### src/hw/rtl/uep0_pkg.sv
// ----------------------------------------------------------------------------
// uep0_pkg: shared types and constants of the control endpoint sequencer
// phase codes, transfer end codes, buffer size and result layout
// ----------------------------------------------------------------------------
package uep0_pkg;

	localparam int unsigned BUFFER_BYTES = 256;
	localparam logic [6:0] PKT_MIN = 7'd8;
	localparam logic [6:0] PKT_MAX = 7'd64;
	localparam logic [6:0] PKT_RESET = 7'd64;
	localparam logic [9:0] SETUP_BYTES = 10'd8;

	// event codes
	localparam logic [1:0] FUNC_SETUP = 2'd0;
	localparam logic [1:0] FUNC_IN_SENT = 2'd1;
	localparam logic [1:0] FUNC_OUT_RCVD = 2'd2;
	localparam logic [1:0] FUNC_STALL_SENT = 2'd3;

	// phase codes as reported on the result
	localparam logic [2:0] PH_CODE_IDLE = 3'd0;
	localparam logic [2:0] PH_CODE_IN_DATA = 3'd1;
	localparam logic [2:0] PH_CODE_IN_STATUS = 3'd2;
	localparam logic [2:0] PH_CODE_OUT_DATA = 3'd3;
	localparam logic [2:0] PH_CODE_OUT_STATUS = 3'd4;
	localparam logic [2:0] PH_CODE_STALL = 3'd5;

	// transfer end codes
	localparam logic [2:0] END_NONE = 3'd0;
	localparam logic [2:0] END_OUT_DONE = 3'd1;
	localparam logic [2:0] END_OUT_SHORT = 3'd2;
	localparam logic [2:0] END_IN_DONE = 3'd3;
	localparam logic [2:0] END_IN_SHORT = 3'd4;

	typedef enum logic [5:0] {
		PH_IDLE = 6'b000001,
		PH_IN_DATA = 6'b000010,
		PH_IN_STATUS = 6'b000100,
		PH_OUT_DATA = 6'b001000,
		PH_OUT_STATUS = 6'b010000,
		PH_STALL = 6'b100000
	} phase_t;

	typedef struct packed {
		logic       set_dir_in;
		logic       tx_ready;
		logic [8:0] tx_offset;
		logic [6:0] tx_count;
		logic       rx_accept;
		logic [8:0] rx_offset;
		logic       rx_overflow;
		logic       force_stall;
		logic [2:0] transfer_end;
		logic [2:0] phase;
	} result_t;

	typedef struct packed {
		logic       tx_ready;
		logic [8:0] tx_offset;
		logic [6:0] tx_count;
		logic [8:0] offset_nxt;
		logic       more;
	} chunk_t;

endpackage

### src/hw/rtl/usb_ep0_control_transfer_fsm_core.sv
// ----------------------------------------------------------------------------
// usb_ep0_control_transfer_fsm_core: control endpoint transfer sequencer
// tracks the control transfer phase and emits one action item per event
// ----------------------------------------------------------------------------
// Takes one event item per clock while in_stall is low (setup, in sent,
// out received, stall sent) and returns exactly one result item for it.
// An event is captured in an input register, evaluated against the phase,
// transfer size and byte offset by a single compare-and-add pass, and
// the result lands in an output register that drives out_valid; the
// sustained rate is one item per cycle while out_stall is low. in_stall
// only rises while both registers are full and the output is stalled. The
// packet size register is written through the cfg port (always ready) and is
// clamped to 8..64 bytes when used; write it only while no event is in
// flight. In replies are cut into packet-size chunks, ending with a short or
// zero-length packet; out chunks are placed at rx_offset or flagged as
// overflow. A setup in a non-idle phase closes the pending request first and
// reports how it ended on transfer_end.
module usb_ep0_control_transfer_fsm_core (
	input  logic        clk,
	input  logic        arst_n,
	// event channel
	input  logic        in_valid,
	output logic        in_stall,
	input  logic [1:0]  func,
	input  logic [9:0]  byte_count,
	input  logic        dir_in,
	input  logic [15:0] request_length,
	input  logic        request_handled,
	input  logic [15:0] reply_length,
	input  logic        out_pending,
	// result channel
	output logic        out_valid,
	input  logic        out_stall,
	output logic        set_dir_in,
	output logic        tx_ready,
	output logic [8:0]  tx_offset,
	output logic [6:0]  tx_count,
	output logic        rx_accept,
	output logic [8:0]  rx_offset,
	output logic        rx_overflow,
	output logic        force_stall,
	output logic [2:0]  transfer_end,
	output logic [2:0]  phase,
	// packet size register write
	input  logic        cfg_valid,
	output logic        cfg_ready,
	input  logic [6:0]  cfg_data
);
	import uep0_pkg::*;

	// input register
	logic        valid_s1;
	logic [1:0]  func_s1;
	logic [9:0]  bc_s1;
	logic        dir_s1;
	logic [15:0] rlen_s1;
	logic        handled_s1;
	logic [15:0] reply_s1;
	logic        pend_s1;

	// result register
	logic    valid_s2;
	result_t res_s2;

	// sequencer state
	phase_t     phase_q;
	logic [8:0] size_q;
	logic [8:0] offset_q;
	logic [6:0] pkt_q;

	// next state and result
	phase_t     phase_nxt;
	logic [8:0] size_nxt;
	logic [8:0] offset_nxt;
	result_t    res;

	logic       advance;
	logic [6:0] pkt_eff;
	logic [8:0] setup_size;
	logic [8:0] in_size;
	logic [8:0] chunk_size;
	logic [8:0] chunk_base;
	chunk_t     chunk;
	logic [2:0] end_code;
	logic [10:0] rx_sum;
	logic       rx_fits;
	logic [8:0] rx_offset_new;
	logic [9:0] rx_next_end;

	// --- helpers ---

	function automatic logic [2:0] phase_code(input phase_t ph);
		logic [2:0] c;
		case (ph)
			PH_IDLE:       c = PH_CODE_IDLE;
			PH_IN_DATA:    c = PH_CODE_IN_DATA;
			PH_IN_STATUS:  c = PH_CODE_IN_STATUS;
			PH_OUT_DATA:   c = PH_CODE_OUT_DATA;
			PH_OUT_STATUS: c = PH_CODE_OUT_STATUS;
			default:       c = PH_CODE_STALL;
		endcase
		return c;
	endfunction

	// arm the next in chunk from a given size and offset
	function automatic chunk_t next_chunk(input logic [8:0] sz, input logic [8:0] base,
			input logic [6:0] ps, input logic pend);
		chunk_t     c;
		logic [8:0] left;
		logic [6:0] n;
		c = '0;
		c.offset_nxt = base;
		left = sz - base;
		n = (left < {2'b00, ps}) ? left[6:0] : ps;
		if (pend) begin
			c.more = 1'b0;
		end else if (sz <= base) begin
			c.tx_ready = 1'b1;
		end else begin
			c.tx_ready = 1'b1;
			c.tx_offset = base;
			c.tx_count = n;
			c.offset_nxt = base + {2'b00, n};
			c.more = (n == ps);
		end
		return c;
	endfunction

	// --- handshake ---

	// result register moves when empty or being taken
	assign advance = !valid_s2 || !out_stall;
	assign in_stall = valid_s1 && !advance;
	assign cfg_ready = 1'b1;

	// --- combinational evaluation of the registered event ---

	// packet size clamped into the legal range
	always_comb begin
		if (pkt_q < PKT_MIN) begin
			pkt_eff = PKT_MIN;
		end else if (pkt_q > PKT_MAX) begin
			pkt_eff = PKT_MAX;
		end else begin
			pkt_eff = pkt_q;
		end
	end

	// transfer size from the setup request, capped by buffer and reply
	assign setup_size = (rlen_s1 < 16'(BUFFER_BYTES)) ? rlen_s1[8:0] : 9'(BUFFER_BYTES);
	assign in_size = (reply_s1 < {7'd0, setup_size}) ? reply_s1[8:0] : setup_size;

	// a setup restarts the chunking at offset zero with the new size
	assign chunk_size = (func_s1 == FUNC_SETUP) ? in_size : size_q;
	assign chunk_base = (func_s1 == FUNC_SETUP) ? 9'd0 : offset_q;
	assign chunk = next_chunk(chunk_size, chunk_base, pkt_eff, pend_s1);

	// how the pending request ends when it is closed now
	always_comb begin
		end_code = END_NONE;
		if (phase_q == PH_OUT_STATUS) begin
			end_code = (size_q == offset_q) ? END_OUT_DONE : END_OUT_SHORT;
		end else if (phase_q == PH_IN_STATUS) begin
			end_code = (size_q == offset_q) ? END_IN_DONE : END_IN_SHORT;
		end
	end

	// out data placement and end-of-stage test
	assign rx_sum = {2'b00, offset_q} + {1'b0, bc_s1};
	assign rx_fits = (rx_sum <= {2'b00, size_q});
	assign rx_offset_new = rx_fits ? rx_sum[8:0] : offset_q;
	assign rx_next_end = {1'b0, rx_offset_new} + {3'b000, pkt_eff};

	always_comb begin
		phase_nxt = phase_q;
		size_nxt = size_q;
		offset_nxt = offset_q;
		res = '0;
		case (func_s1)
			FUNC_SETUP: begin
				if (phase_q != PH_IDLE) begin
					res.transfer_end = end_code;
					phase_nxt = PH_IDLE;
				end
				if (bc_s1 != SETUP_BYTES) begin
					// malformed setup
					phase_nxt = PH_STALL;
					res.force_stall = 1'b1;
				end else if (dir_s1) begin
					size_nxt = in_size;
					if (handled_s1) begin
						res.set_dir_in = 1'b1;
						res.tx_ready = chunk.tx_ready;
						res.tx_offset = chunk.tx_offset;
						res.tx_count = chunk.tx_count;
						offset_nxt = chunk.offset_nxt;
						phase_nxt = chunk.more ? PH_IN_DATA : PH_IN_STATUS;
					end else begin
						// request not handled
						phase_nxt = PH_STALL;
						res.force_stall = 1'b1;
					end
				end else begin
					size_nxt = setup_size;
					offset_nxt = 9'd0;
					if (rlen_s1 == 16'd0) begin
						// no data stage, arm the status packet
						res.tx_ready = 1'b1;
						phase_nxt = PH_OUT_STATUS;
					end else begin
						phase_nxt = PH_OUT_DATA;
					end
				end
			end
			FUNC_IN_SENT: begin
				case (phase_q)
					PH_IDLE, PH_IN_STATUS: begin
						phase_nxt = phase_q;
					end
					PH_OUT_STATUS: begin
						res.transfer_end = end_code;
						phase_nxt = PH_IDLE;
					end
					PH_IN_DATA: begin
						res.tx_ready = chunk.tx_ready;
						res.tx_offset = chunk.tx_offset;
						res.tx_count = chunk.tx_count;
						offset_nxt = chunk.offset_nxt;
						phase_nxt = chunk.more ? PH_IN_DATA : PH_IN_STATUS;
					end
					default: begin
						phase_nxt = PH_STALL;
						res.force_stall = 1'b1;
					end
				endcase
			end
			FUNC_OUT_RCVD: begin
				case (phase_q)
					PH_IDLE: begin
						phase_nxt = phase_q;
					end
					PH_IN_STATUS, PH_IN_DATA: begin
						res.transfer_end = end_code;
						phase_nxt = PH_IDLE;
					end
					PH_OUT_DATA: begin
						if (rx_fits) begin
							res.rx_accept = 1'b1;
							res.rx_offset = offset_q;
						end else begin
							res.rx_overflow = 1'b1;
						end
						offset_nxt = rx_offset_new;
						// a full packet with room for another keeps the data stage open
						if (!(bc_s1 == {3'b000, pkt_eff} && rx_next_end <= {1'b0, size_q}))
								begin
							phase_nxt = PH_OUT_STATUS;
							res.tx_ready = 1'b1;
						end
					end
					default: begin
						phase_nxt = PH_STALL;
						res.force_stall = 1'b1;
					end
				endcase
			end
			default: begin
				// stall sent: no effect
				phase_nxt = phase_q;
			end
		endcase
		res.phase = phase_code(phase_nxt);
	end

	// --- registers ---

	// input register
	always_ff @(posedge clk or negedge arst_n) begin
		if (!arst_n) begin
			valid_s1 <= 1'b0;
		end else if (!in_stall) begin
			valid_s1 <= in_valid;
		end
	end

	always_ff @(posedge clk) begin
		if (in_valid && !in_stall) begin
			func_s1 <= func;
			bc_s1 <= byte_count;
			dir_s1 <= dir_in;
			rlen_s1 <= request_length;
			handled_s1 <= request_handled;
			reply_s1 <= reply_length;
			pend_s1 <= out_pending;
		end
	end

	// sequencer state, updated as an item moves into the result register
	always_ff @(posedge clk or negedge arst_n) begin
		if (!arst_n) begin
			phase_q <= PH_IDLE;
			size_q <= 9'd0;
			offset_q <= 9'd0;
		end else if (valid_s1 && advance) begin
			phase_q <= phase_nxt;
			size_q <= size_nxt;
			offset_q <= offset_nxt;
		end
	end

	// packet size register
	always_ff @(posedge clk or negedge arst_n) begin
		if (!arst_n) begin
			pkt_q <= PKT_RESET;
		end else if (cfg_valid && cfg_ready) begin
			pkt_q <= cfg_data;
		end
	end

	// result register
	always_ff @(posedge clk or negedge arst_n) begin
		if (!arst_n) begin
			valid_s2 <= 1'b0;
		end else if (advance) begin
			valid_s2 <= valid_s1;
		end
	end

	always_ff @(posedge clk) begin
		if (valid_s1 && advance) begin
			res_s2 <= res;
		end
	end

	// --- outputs ---

	assign out_valid = valid_s2;
	assign set_dir_in = res_s2.set_dir_in;
	assign tx_ready = res_s2.tx_ready;
	assign tx_offset = res_s2.tx_offset;
	assign tx_count = res_s2.tx_count;
	assign rx_accept = res_s2.rx_accept;
	assign rx_offset = res_s2.rx_offset;
	assign rx_overflow = res_s2.rx_overflow;
	assign force_stall = res_s2.force_stall;
	assign transfer_end = res_s2.transfer_end;
	assign phase = res_s2.phase;

endmodule
### config.mk
export PLATFORM = sky130hd
export DESIGN_NAME = usb_ep0_control_transfer_fsm_core
export DESIGN_NICKNAME = d
export VERILOG_FILES = /design/src/hw/rtl/uep0_pkg.sv /design/src/hw/rtl/usb_ep0_control_transfer_fsm_core.sv
export SDC_FILE = /design/constraint.sdc
export NUM_CORES = 1
export LEC_CHECK = 0
export BUFFER_PORTS_ARGS = -buffer_cell sky130_fd_sc_hd__buf_4
export CAP_MARGIN = 20
export CORE_MARGIN = 1.5
export CORE_UTILIZATION = 50
export CTS_CLUSTER_SIZE = 24
export DETAILED_ROUTE_END_ITERATION = 8
export GPL_TIMING_DRIVEN = 0
export PLACE_DENSITY = 0.78
export SYNTH_ARGS = -nofsm -noshare
export SYNTH_HDL_FRONTEND = slang
export SYNTH_SLANG_ARGS = --single-unit
### constraint.sdc
create_clock -name clk -period 7.1 [get_ports clk]
set_input_delay 1.42 -clock clk [delete_from_list [all_inputs] [get_ports clk]]
set_output_delay 1.42 -clock clk [all_outputs]
set_load 0.05 [all_outputs]
**Word level (Yosys, flattened, before mapping)**

Cells that the tools add are included.

- Memory bits (writable): 0
- Output and inout bits: 39
- Memory bits (read-only): 0
- Word-level logic and storage cells: 133
- Input port bits: 59
- Latch bits: 0
- Register bits: 116
- Memories: 0

- $lt $le $gt $ge: 8
- Reductions and logical operators: 21
- Bitwise operators: 3
- Divide/modulo/power cells: 0
- Multipliers: 0
- Muxes and demuxes: 53
- Equality and inequality tests: 21
- Shift operators: 0
- $add $sub $neg: 4

Operators by type and width:

| kind | count |
|---|---|
| two-way mux 9 bit | 11 |
| one-hot mux 6 bit (3 select lines) | 3 |
| two-way mux 26 bit | 2 |
| two-way mux 17 bit | 2 |
| one-hot mux 16 bit (2 select lines) | 1 |
| one-hot mux 9 bit (3 select lines) | 1 |
| two-way mux 6 bit | 4 |
| two-way mux 3 bit | 7 |
| two-way mux 7 bit | 3 |
| two-way mux 18 bit | 1 |
| zero test 16 bit | 1 |
| less-than comparator 16 x 9 -> 1 bit | 1 |
| less-than comparator 16 x 9 -> 1 bit, second input constant | 1 |
| two-way mux 16 bit | 1 |
| one-hot mux 3 bit (5 select lines) | 1 |
| equality test 6 x 1 -> 1 bit, second input constant | 2 |
| equality test 6 x 2 -> 1 bit, second input constant | 2 |
| equality test 6 x 3 -> 1 bit, second input constant | 2 |
| equality test 6 x 4 -> 1 bit, second input constant | 2 |
| equality test 6 x 5 -> 1 bit, second input constant | 2 |
| one-hot mux 4 bit (3 select lines) | 1 |
| adder 9 x 10 -> 11 bit | 1 |
| <= comparator 11 x 9 -> 1 bit | 1 |
| two-way mux 1 bit | 11 |
| other kinds (34) | 46 |

**Logic depth before layout (Yosys ltp)**

Gate-level depths: netlist of the first run.

- Depth in word-level cells: 18
- Gate-level depth with buffers: 39
- Mapped depth without buffers: 36

**Least setup slack after synthesis of the first run**

No wires, ideal clock.

- Path kind: register -> register
- From: register rlen_s1[11]
- To: register offset_q[7]
- Buffers on the path: 4
- Clock period less this slack: 7583 ps
- Library setup time: 124 ps
- Path slack: -483 ps
- Stages on the path, launching flop included: 38
- Arrival time: 7459 ps
- Path through: edfxtp_1 > nor4_1 > and2_1 > clkbuf_1 > buf_1 > ha_1 > nand3_1 > a21oi_1 > a221oi_1 > buf_2 > mux2i_1 > nand2_1 > o21ai_0 > ha_1 > fa_1 > nand2b_1 > a21oi_1 > xor2_1 > (+2 left out) > nor2_1 > a2111oi_0 > a21oi_1 > nor4_4 > clkbuf_1 > nor2_1 > a21oi_1 > inv_1 > ha_1 > a21o_1 > a21oi_1 > o21bai_1 > a21oi_1 > o21bai_1 > a21oi_1 > or3b_2 > a21oi_1 > o31a_1

- Word-level cells in the longest chain between the ends: 15

Ends and longest elaborated chain:

| item | RTL line | text |
|---|---|---|
| start, declared | usb_ep0_control_transfer_fsm_core.sv:56 | `logic [15:0] rlen_s1;` |
| start signal, assigned | usb_ep0_control_transfer_fsm_core.sv:291 | `rlen_s1 <= request_length;` |
| less-than comparator 16 x 9 -> 1 bit (*) | usb_ep0_control_transfer_fsm_core.sv:150 | `assign setup_size = (rlen_s1 < 16'(BUFFER_BYTES)) ? rlen_s1[8:0] : 9'(BUFFER_BYTES);` |
| two-way mux 9 bit (*) | usb_ep0_control_transfer_fsm_core.sv:150 |  |
| less-than comparator 16 x 9 -> 1 bit | usb_ep0_control_transfer_fsm_core.sv:151 | `assign in_size = (reply_s1 < {7'd0, setup_size}) ? reply_s1[8:0] : setup_size;` |
| two-way mux 9 bit (*) | usb_ep0_control_transfer_fsm_core.sv:151 |  |
| two-way mux 9 bit (*) | usb_ep0_control_transfer_fsm_core.sv:154 | `assign chunk_size = (func_s1 == FUNC_SETUP) ? in_size : size_q;` |
| subtractor 9 bit | usb_ep0_control_transfer_fsm_core.sv:113 | `left = sz - base;` |
| less-than comparator 9 x 7 -> 1 bit | usb_ep0_control_transfer_fsm_core.sv:114 | `n = (left < {2'b00, ps}) ? left[6:0] : ps;` |
| two-way mux 7 bit | usb_ep0_control_transfer_fsm_core.sv:114 |  |
| adder 9 x 7 -> 9 bit | usb_ep0_control_transfer_fsm_core.sv:123 | `c.offset_nxt = base + {2'b00, n};` |
| two-way mux 26 bit (*) | usb_ep0_control_transfer_fsm_core.sv:117 | `end else if (sz <= base) begin` |
| two-way mux 26 bit (*) | usb_ep0_control_transfer_fsm_core.sv:115 | `if (pend) begin` |
| two-way mux 9 bit | usb_ep0_control_transfer_fsm_core.sv:191 | `if (handled_s1) begin` |
| two-way mux 9 bit | usb_ep0_control_transfer_fsm_core.sv:189 | `end else if (dir_s1) begin` |
| two-way mux 9 bit | usb_ep0_control_transfer_fsm_core.sv:185 | `if (bc_s1 != SETUP_BYTES) begin` |
| one-hot mux 9 bit (3 select lines) (*) | usb_ep0_control_transfer_fsm_core.sv:179 | `case (func_s1)` |
| end signal, assigned | usb_ep0_control_transfer_fsm_core.sv:307 | `offset_q <= offset_nxt;` |
| end, declared | usb_ep0_control_transfer_fsm_core.sv:68 | `logic [8:0] offset_q;` |

Every way passes the cells marked *; elsewhere a longest branch is shown, timed or not. The select of a mux whose other input is x is not followed.
A chain may end at the register's enable or synchronous reset.

**Worst setup path after layout of the first run**

- From: register rlen_s1[14]
- To: register offset_q[6]

The elaborated chain is that of the path after synthesis.

==> run_results.csv, run 1 <==
group,metric,value,unit
outcome,run_status,"finished, violations left",
outcome,violations,"negative setup slack",
logic_synthesis,synth-edff-count,83,
detailed_routing,wl_met3,2050,µm
floorplan,die_area,17200,µm²
placed_design,dpl.hpwl,16100,µm
grt,grt_antenna_before_repair,0,
detailed_routing,routed_via_density,5.91,
sta,slew_headroom,37.0,%
setup_path,critPathRequiredTime,7.42,ns
sta,fin_crit_sh,100,%
worst_hold_path,whs_endpoint,"out_valid",
clocking,clkTransAtPathRegs,0.06,ns
clocking,clock_path_buffers,2,
clocking,htreeDepth,4,
final_layout,nets,1153,
sta,fin_ws,-0.0263,ns
clocking,numCtsBuffers,17,
sta,whs,0.481,ns
detailed_routing,dr.pass1.iters,5,
logic_synthesis,ys_top_cells_by_area,"edfxtp_1, ha_1, dfrtp_1, a21oi_1, o21ai_0",
clocking,postCtsHoldBufs,0,
logic_synthesis,synth_seq_cells,116,
logic_synthesis,yosys.area.top_type,"edfxtp_1",
logic_synthesis,syn_nets,983,
placed_design,dp.cells,1165,
detailed_routing,drc,0,
logic_synthesis,yosysSeqAreaShare,40.4,%
sta,finClkSkew,0.0129,ns
grt,grt_pass1_wl,35100,µm
setup_path,critPathMaxFanout,5,
sta,setup_viol,1,
final_layout,seqCellArea,3320,µm²
final_layout,mostFrequentLayoutCell,"buf_4",
placed_design,place.gp.congestion,0.992,
setup_path,rr_worst_depth,39,
floorplan,core,16000,µm²
setup_path,crit_path_end_kind,"flip-flop",
worst_hold_path,worstHoldPathCells,1,
detailed_routing,wirelength,23900,µm
detailed_routing,detail_route.wl_per_cell,19.1,µm
logic_synthesis,yosysWarningCount,0,
worst_hold_path,worstHoldStart,"valid_s1",
grt,grt_util_all_layers,26.1,%
sta,worstMarginPinSlew,0.918,ns
setup_path,rrSetupSlack,-0.03,ns
floorplan,dieWidth,131,µm
grt,grt_max_degree,44,
worst_hold_path,hp-class,"flip-flop to flip-flop",
detailed_routing,vias,7395,
job,maxCapViolCount,0,
logic_synthesis,synthArstFlopShare,28.4,%
grt,grt_overflow_total,0,
power_and_ir_drop,ir_drop,196,µV
sta,rsz0062_at_grt,"yes",
floorplan,fp.dieH,131,µm
power_and_ir_drop,p_total,3.18,mW
setup_path,path_class,"flip-flop to flip-flop",
setup_path,reg2reg_from,"rlen_s1[14]",
final_layout,instances_no_fill,1251,
floorplan,rows,46,
clocking,cts_tree,"yes",
detailed_routing,top_layer_used,"met4",
clocking,clk_latency,0.44,ns
detailed_routing,drtIter0Drc,944,
setup_path,setup.worst_path.start_class,"flip-flop",
final_layout,layout_common_cells,"buf_4, edfxtp_1, nor2_1",
power_and_ir_drop,power_density,293,nW/µm²
grt,grt_pass1_vias,6884,
setup_path,cpMaxStageDelayCell,"edfxtp_1",
clocking,root_buffer,"clkbuf_16",
sta,period_needed,7.13,ns
logic_synthesis,syn_area_per_cell,9.66,µm²
final_layout,drive_above_1_share,30.9,%
placed_design,io_buffer_count,95,
final_layout,syn_to_final_growth,31.9,%
sta,slew_viol_final,0,
logic_synthesis,ys_types,84,
final_layout,antenna-diode-count,0,
detailed_routing,met2_length,11300,µm
sta,max_clock_freq,0.140,GHz
setup_path,cp_slowest_stage_delay,0.41,ns
setup_path,cp.arrival,7.44,ns
sta,hold_viol,0,
setup_path,r2r-end,"offset_q[6]",
detailed_routing,ant_nets,0,
final_layout,multi_input_area,5060,µm²
logic_synthesis,synth-main-ff-cell,"edfxtp_1",
final_layout,fillers,1192,
clocking,clkSinkCount,116,
logic_synthesis,syn_area,8230,µm²
floorplan,start_util,51.4,%
placed_design,dp_slack,-0.941,ns
logic_synthesis,synth_top_area_share,30.3,%
floorplan,io_pins,98,
logic_synthesis,syn_inst,852,
detailed_routing,wl_met1,9810,µm
power_and_ir_drop,p_leak,4.65,nW
[sequential cells by signal (all words and copies together), names as in the netlist]
signal / cells
transfer_end: 3
phase: 3
phase_q: 6
handled_s1: 1
size_q: 9
offset_q: 9
bc_s1: 10
valid_s1: 1
pend_s1: 1
out_valid: 1
rx_offset: 9
force_stall: 1
tx_offset: 9
func_s1: 2
rx_accept: 1
rx_overflow: 1
tx_ready: 1
reply_s1: 16
tx_count: 7
pkt_q: 7
rlen_s1: 16
dir_s1: 1
set_dir_in: 1
[synth_stat cells (all sizes together), types with 4 or more instances]
cell type  count
a2111oi        5
a211oi        10
a21o          15
a21oi         61
a31oi         10
and2          10
and3          18
buf            8
clkbuf        28
dfrtp         31
edfxtp        83
fa             4
ha            68
inv           56
mux2          22
mux2i         13
nand2         62
nand2b        22
nand3         17
nand4         11
nor2          70
nor2b         15
nor3          16
nor4          12
nor4b          4
o21a           6
o21ai         59
o21bai         5
o22a           4
o31ai          4
or2            4
xnor2         22
xor2          16
[per-stage QoR]
step                      util [%]  setup TNS, ns  area [µm²]
after floorplan                  -              0        8270
after global placement        57.8          -6.01        9250
after detailed placement      58.1          -6.73        9300
after CTS                     64.3              0       10300
after global routing          67.8          -1.39       10900
final                         67.8        -0.0263       10900
[area by class of cell]
class | count | share of cell area [%]
Buffer | 34 | 1.61
Sequential cell | 116 | 30.6
Tap cell | 216 | 2.49
Inverter | 57 | 1.97
Clock buffer | 17 | 3.92
Timing Repair Buffer | 153 | 11.1
Multi-Input combinational cell | 643 | 46.6
Clock inverter | 15 | 1.67
[logic make-up after synthesis]
family                   count (synthesis)  share of synthesized area [%]
AO/OA/AOI/OAI                          218                           17.8
other                                    1                         0.0456
multiplexers                            35                           4.59
XOR/XNOR                                38                           4.04
adder cells (fa/ha/maj)                 72                           11.3
AND/OR/NAND/NOR                        279                           17.5
flip-flops                             116                           40.4
buffers and inverters                   93                           4.42
[where the power goes]
group          switching [mW]  internal, mW
sequential             0.0666         0.784
clock                   0.331         0.552
combinational           0.797         0.652
[what timing repair did]
action | 4_1_cts | 5_1_grt
gates cloned | 1 | 0
resized for setup | 48 | 71
pin swaps | 21 | 60
endpoints found under the hold margin | 0 | 0
setup buffers | 25 | 31
setup endpoints to repair | 14 | 13
[metal layers]
metal	track usage [%]	up-vias
met5	0	-
met4	11.4	0
met3	5.86	71
met2	42.2	391
met1	33.7	3455
li1	-	3478
[critical path: cells and delay by family, from the launching register on]
family | cells | cell delay (ns)
fa+ha+maj | 6 | 1.74
mux | 4 | 0.79
xor+xnor | 2 | 0.31
buf+inv | 5 | 0.67
simple gates | 10 | 1.56
compound gates | 12 | 1.54
flops | 1 | 0.41
[worst max-delay path by stage]
stage | start | to | slack [ns] | cells after the start
finish | rlen_s1[14] | offset_q[6] | -0.03 | 39
global route | rlen_s1[11] | offset_q[6] | -0.26 | 39
CTS | rlen_s1[12] | offset_q[6] | 0.006 | 40
detailed placement | rlen_s1[14] | offset_q[7] | -0.94 | 38
global placement | rlen_s1[14] | offset_q[7] | -0.85 | 38
floorplan | rlen_s1[11] | offset_q[7] | 0.02 | 38
(Power assumes the default switching activity.)
==> run 2, diff against run 1 <==
--- a/config.mk
+++ b/config.mk
@@ -5,6 +5,7 @@
 export SDC_FILE = /design/constraint.sdc
 export NUM_CORES = 1
 export LEC_CHECK = 0
+export ABC_AREA = 1
 export BUFFER_PORTS_ARGS = -buffer_cell sky130_fd_sc_hd__buf_4
 export CAP_MARGIN = 20
 export CORE_MARGIN = 1.5
==> run_results.csv, run 2 <==
group,metric,value,unit
sta,rsz0062_at_grt,"yes",
floorplan,fp.dieH,131,µm
logic_synthesis,synth_seq_cells,116,
grt,grt_pass1_wl,32600,µm
setup_path,cpMaxStageDelayCell,"ha_1",
setup_path,cp_slowest_stage_delay,0.44,ns
clocking,clock_path_buffers,2,
clocking,clkSinkCount,116,
setup_path,critPathMaxFanout,10,
grt,grt_antenna_before_repair,0,
worst_hold_path,worstHoldStart,"valid_s1",
logic_synthesis,syn_area,8140,µm²
sta,fin_ws,0.469,ns
logic_synthesis,ys_top_cells_by_area,"edfxtp_1, ha_1, nand2_1, dfrtp_1, inv_1",
grt,grt_overflow_total,0,
job,maxCapViolCount,0,
outcome,run_status,"finished clean",
logic_synthesis,yosys.area.top_type,"edfxtp_1",
sta,slew_headroom,38.8,%
sta,setup_tns,0,ns
logic_synthesis,syn_nets,1140,
sta,whs,0.488,ns
detailed_routing,routed_via_density,5.26,
final_layout,mostFrequentLayoutCell,"nand2_1",
setup_path,path_class,"flip-flop to flip-flop",
detailed_routing,detail_route.wl_per_cell,15.3,µm
setup_path,cp_top_family,"simple AND/OR/NAND/NOR gates",
final_layout,layout_common_cells,"nand2_1, inv_1, buf_4",
setup_path,reg2reg_from,"rlen_s1[11]",
setup_path,setup.worst_path.start_class,"flip-flop",
clocking,postCtsHoldBufs,0,
logic_synthesis,yosysMostFrequentCell,"nand2_1",
logic_synthesis,yosysSeqAreaShare,40.8,%
grt,grt_max_degree,48,
final_layout,nets,1263,
detailed_routing,drc,0,
floorplan,rows,46,
floorplan,die_area,17100,µm²
floorplan,io_pins,98,
floorplan,core,15900,µm²
floorplan,start_util,51.2,%
final_layout,fin_area,9940,µm²
final_layout,drive_above_1_share,18.6,%
grt,grt_pass1_vias,6699,
detailed_routing,vias,7165,
power_and_ir_drop,p_leak,4.71,nW
clocking,clk_latency,0.43,ns
logic_synthesis,synth-main-ff-cell,"edfxtp_1",
placed_design,dp.cells,1322,
worst_hold_path,hp-class,"flip-flop to flip-flop",
setup_path,cpMostUsedCell,"nand2_1",
sta,setup_viol,0,
sta,max_clock_freq,0.151,GHz
detailed_routing,ant_nets,0,
setup_path,critPathRequiredTime,7.42,ns
sta,fin_crit_sh,93.4,%
power_and_ir_drop,power_density,384,nW/µm²
placed_design,io_buffer_count,96,
logic_synthesis,synth-edff-count,83,
setup_path,cp.buffers_inverters,8,
final_layout,reg.largest.list,"reply_s1: 16 flops, rlen_s1: 16 flops, bc_s1: 10 flops",
final_layout,syn_to_final_growth,22.2,%
sta,finClkSkew,0.00866,ns
sta,hold_viol,0,
floorplan,dieWidth,131,µm
sta,period_needed,6.63,ns
clocking,htreeDepth,4,
detailed_routing,wirelength,20800,µm
sta,worstMarginPinSlew,0.918,ns
logic_synthesis,synth_top_area_share,30.6,%
logic_synthesis,syn_inst,1009,
logic_synthesis,syn_area_per_cell,8.07,µm²
sta,slew_viol_final,0,
setup_path,critical_path.startpoint,"rlen_s1[11]",
logic_synthesis,ys_types,51,
detailed_routing,drtIter0Drc,571,
placed_design,place_area,9160,µm²
logic_synthesis,synthTopCellsByCount,"nand2_1, inv_1, nor2_1",
final_layout,antenna-diode-count,0,
placed_design,place.gp.congestion,0.966,
power_and_ir_drop,ir_drop,263,µV
clocking,cts_tree,"yes",
logic_synthesis,yosysWarningCount,0,
setup_path,cp.arrival,6.95,ns
placed_design,dpl.hpwl,16000,µm
final_layout,instances_no_fill,1361,
grt,grt_util_all_layers,25.4,%
detailed_routing,dr.pass1.iters,5,
clocking,numCtsBuffers,17,
clocking,clkTransAtPathRegs,0.06,ns
setup_path,crit_path_end_kind,"flip-flop",
clocking,root_buffer,"clkbuf_16",
logic_synthesis,synthArstFlopShare,28.4,%
placed_design,dp_slack,-0.382,ns
## run 2: changes by cell type after synthesis, moves of 12 or more
cell,change
a21o_1,-12
and3_1,-17
clkbuf_1,-15
inv_1,+106
mux2_2,-20
mux2i_1,-13
nand2_1,+152
nand2b_1,-21
nand3_1,+42
nor2_1,+27
nor2b_1,-15
## run 2: worst reg2reg max path, delay by kind of cell (launching register included)
kind | cells | cell delay, ns
buf+inv | 8 | 0.62
compound gates | 13 | 1.73
simple gates | 24 | 2.29
fa+ha+maj | 5 | 1.52
flops | 1 | 0.36
## run 2: power by group
| part | internal [mW] | leakage (nW) | switching (mW) |
|---|---|---|---|
| sequential | 0.815 | 1.22 | 0.0934 |
| clock | 0.560 | 0.274 | 0.317 |
| combinational | 0.731 | 3.21 | 1.31 |
| total | 2.11 | 4.71 | 1.72 |
## run 2: final cells by class
type	count	area (µm²)
Inverter	172	646
Clock buffer	20	447
Multi-Input combinational cell	704	4230
Fill cell	1396	5940
Sequential cell	116	3320
Buffer	17	85.1
Tap cell	216	270
Timing Repair Buffer	104	793
Clock inverter	12	158
## run 2: cells by family (layout without fill, tap and decap cells)
group | count (synthesis) | count (layout) | synth area share [%]
compound gates | 156 | 156 | 10.9
xor+xnor | 31 | 31 | 3.34
fa+ha+maj | 72 | 72 | 11.4
buf+inv | 190 | 325 | 8.95
flops | 116 | 116 | 40.8
mux | 1 | 1 | 0.138
other cells | 1 | 1 | 0.0461
simple gates | 442 | 443 | 24.4
## run 2: final timing paths
| check | endpoint | depth (start not counted) | slack, ns |
|---|---|---|---|
| min | out_valid | 2 | 0.49 |
| max reg2reg | offset_q[8] | 50 | 0.47 |
| min in group asynchronous | phase_q[4] | 1 | 0.94 |
| max | offset_q[8] | 50 | 0.47 |
| max in group asynchronous | pkt_q[6] | 1 | 5.80 |
| min reg2reg | out_valid | 2 | 0.49 |
## run 2: stage by stage
stage | utilization, % | power [mW]
after floorplan | - | 2.34
after global placement | 57.5 | 2.78
after detailed placement | 57.6 | 2.82
after CTS | 61.5 | 3.72
after global routing | 62.6 | 4.12
final | 62.6 | 3.82
## run 2: timing repair
action                                  4_1_cts  5_1_grt
resized for setup                             2       31
hold endpoints to repair                      0        0
pin swaps                                     2        9
cloned                                        0        1
endpoints found under the setup margin        4        6
setup buffers                                 2        5
## run 2: layer usage
metal / part of all wire (%) / global-route usage [%] / vias up / routed length [µm]
met1: 43 / 33.2 / 3257 / 8960
met3: 7.3 / 5.33 / 40 / 1520
met5: 0 / 0 / - / 0
met4: 2.5 / 8.66 / 0 / 513
met2: 47 / 42.2 / 277 / 9790
li1: - / - / 3591 / -
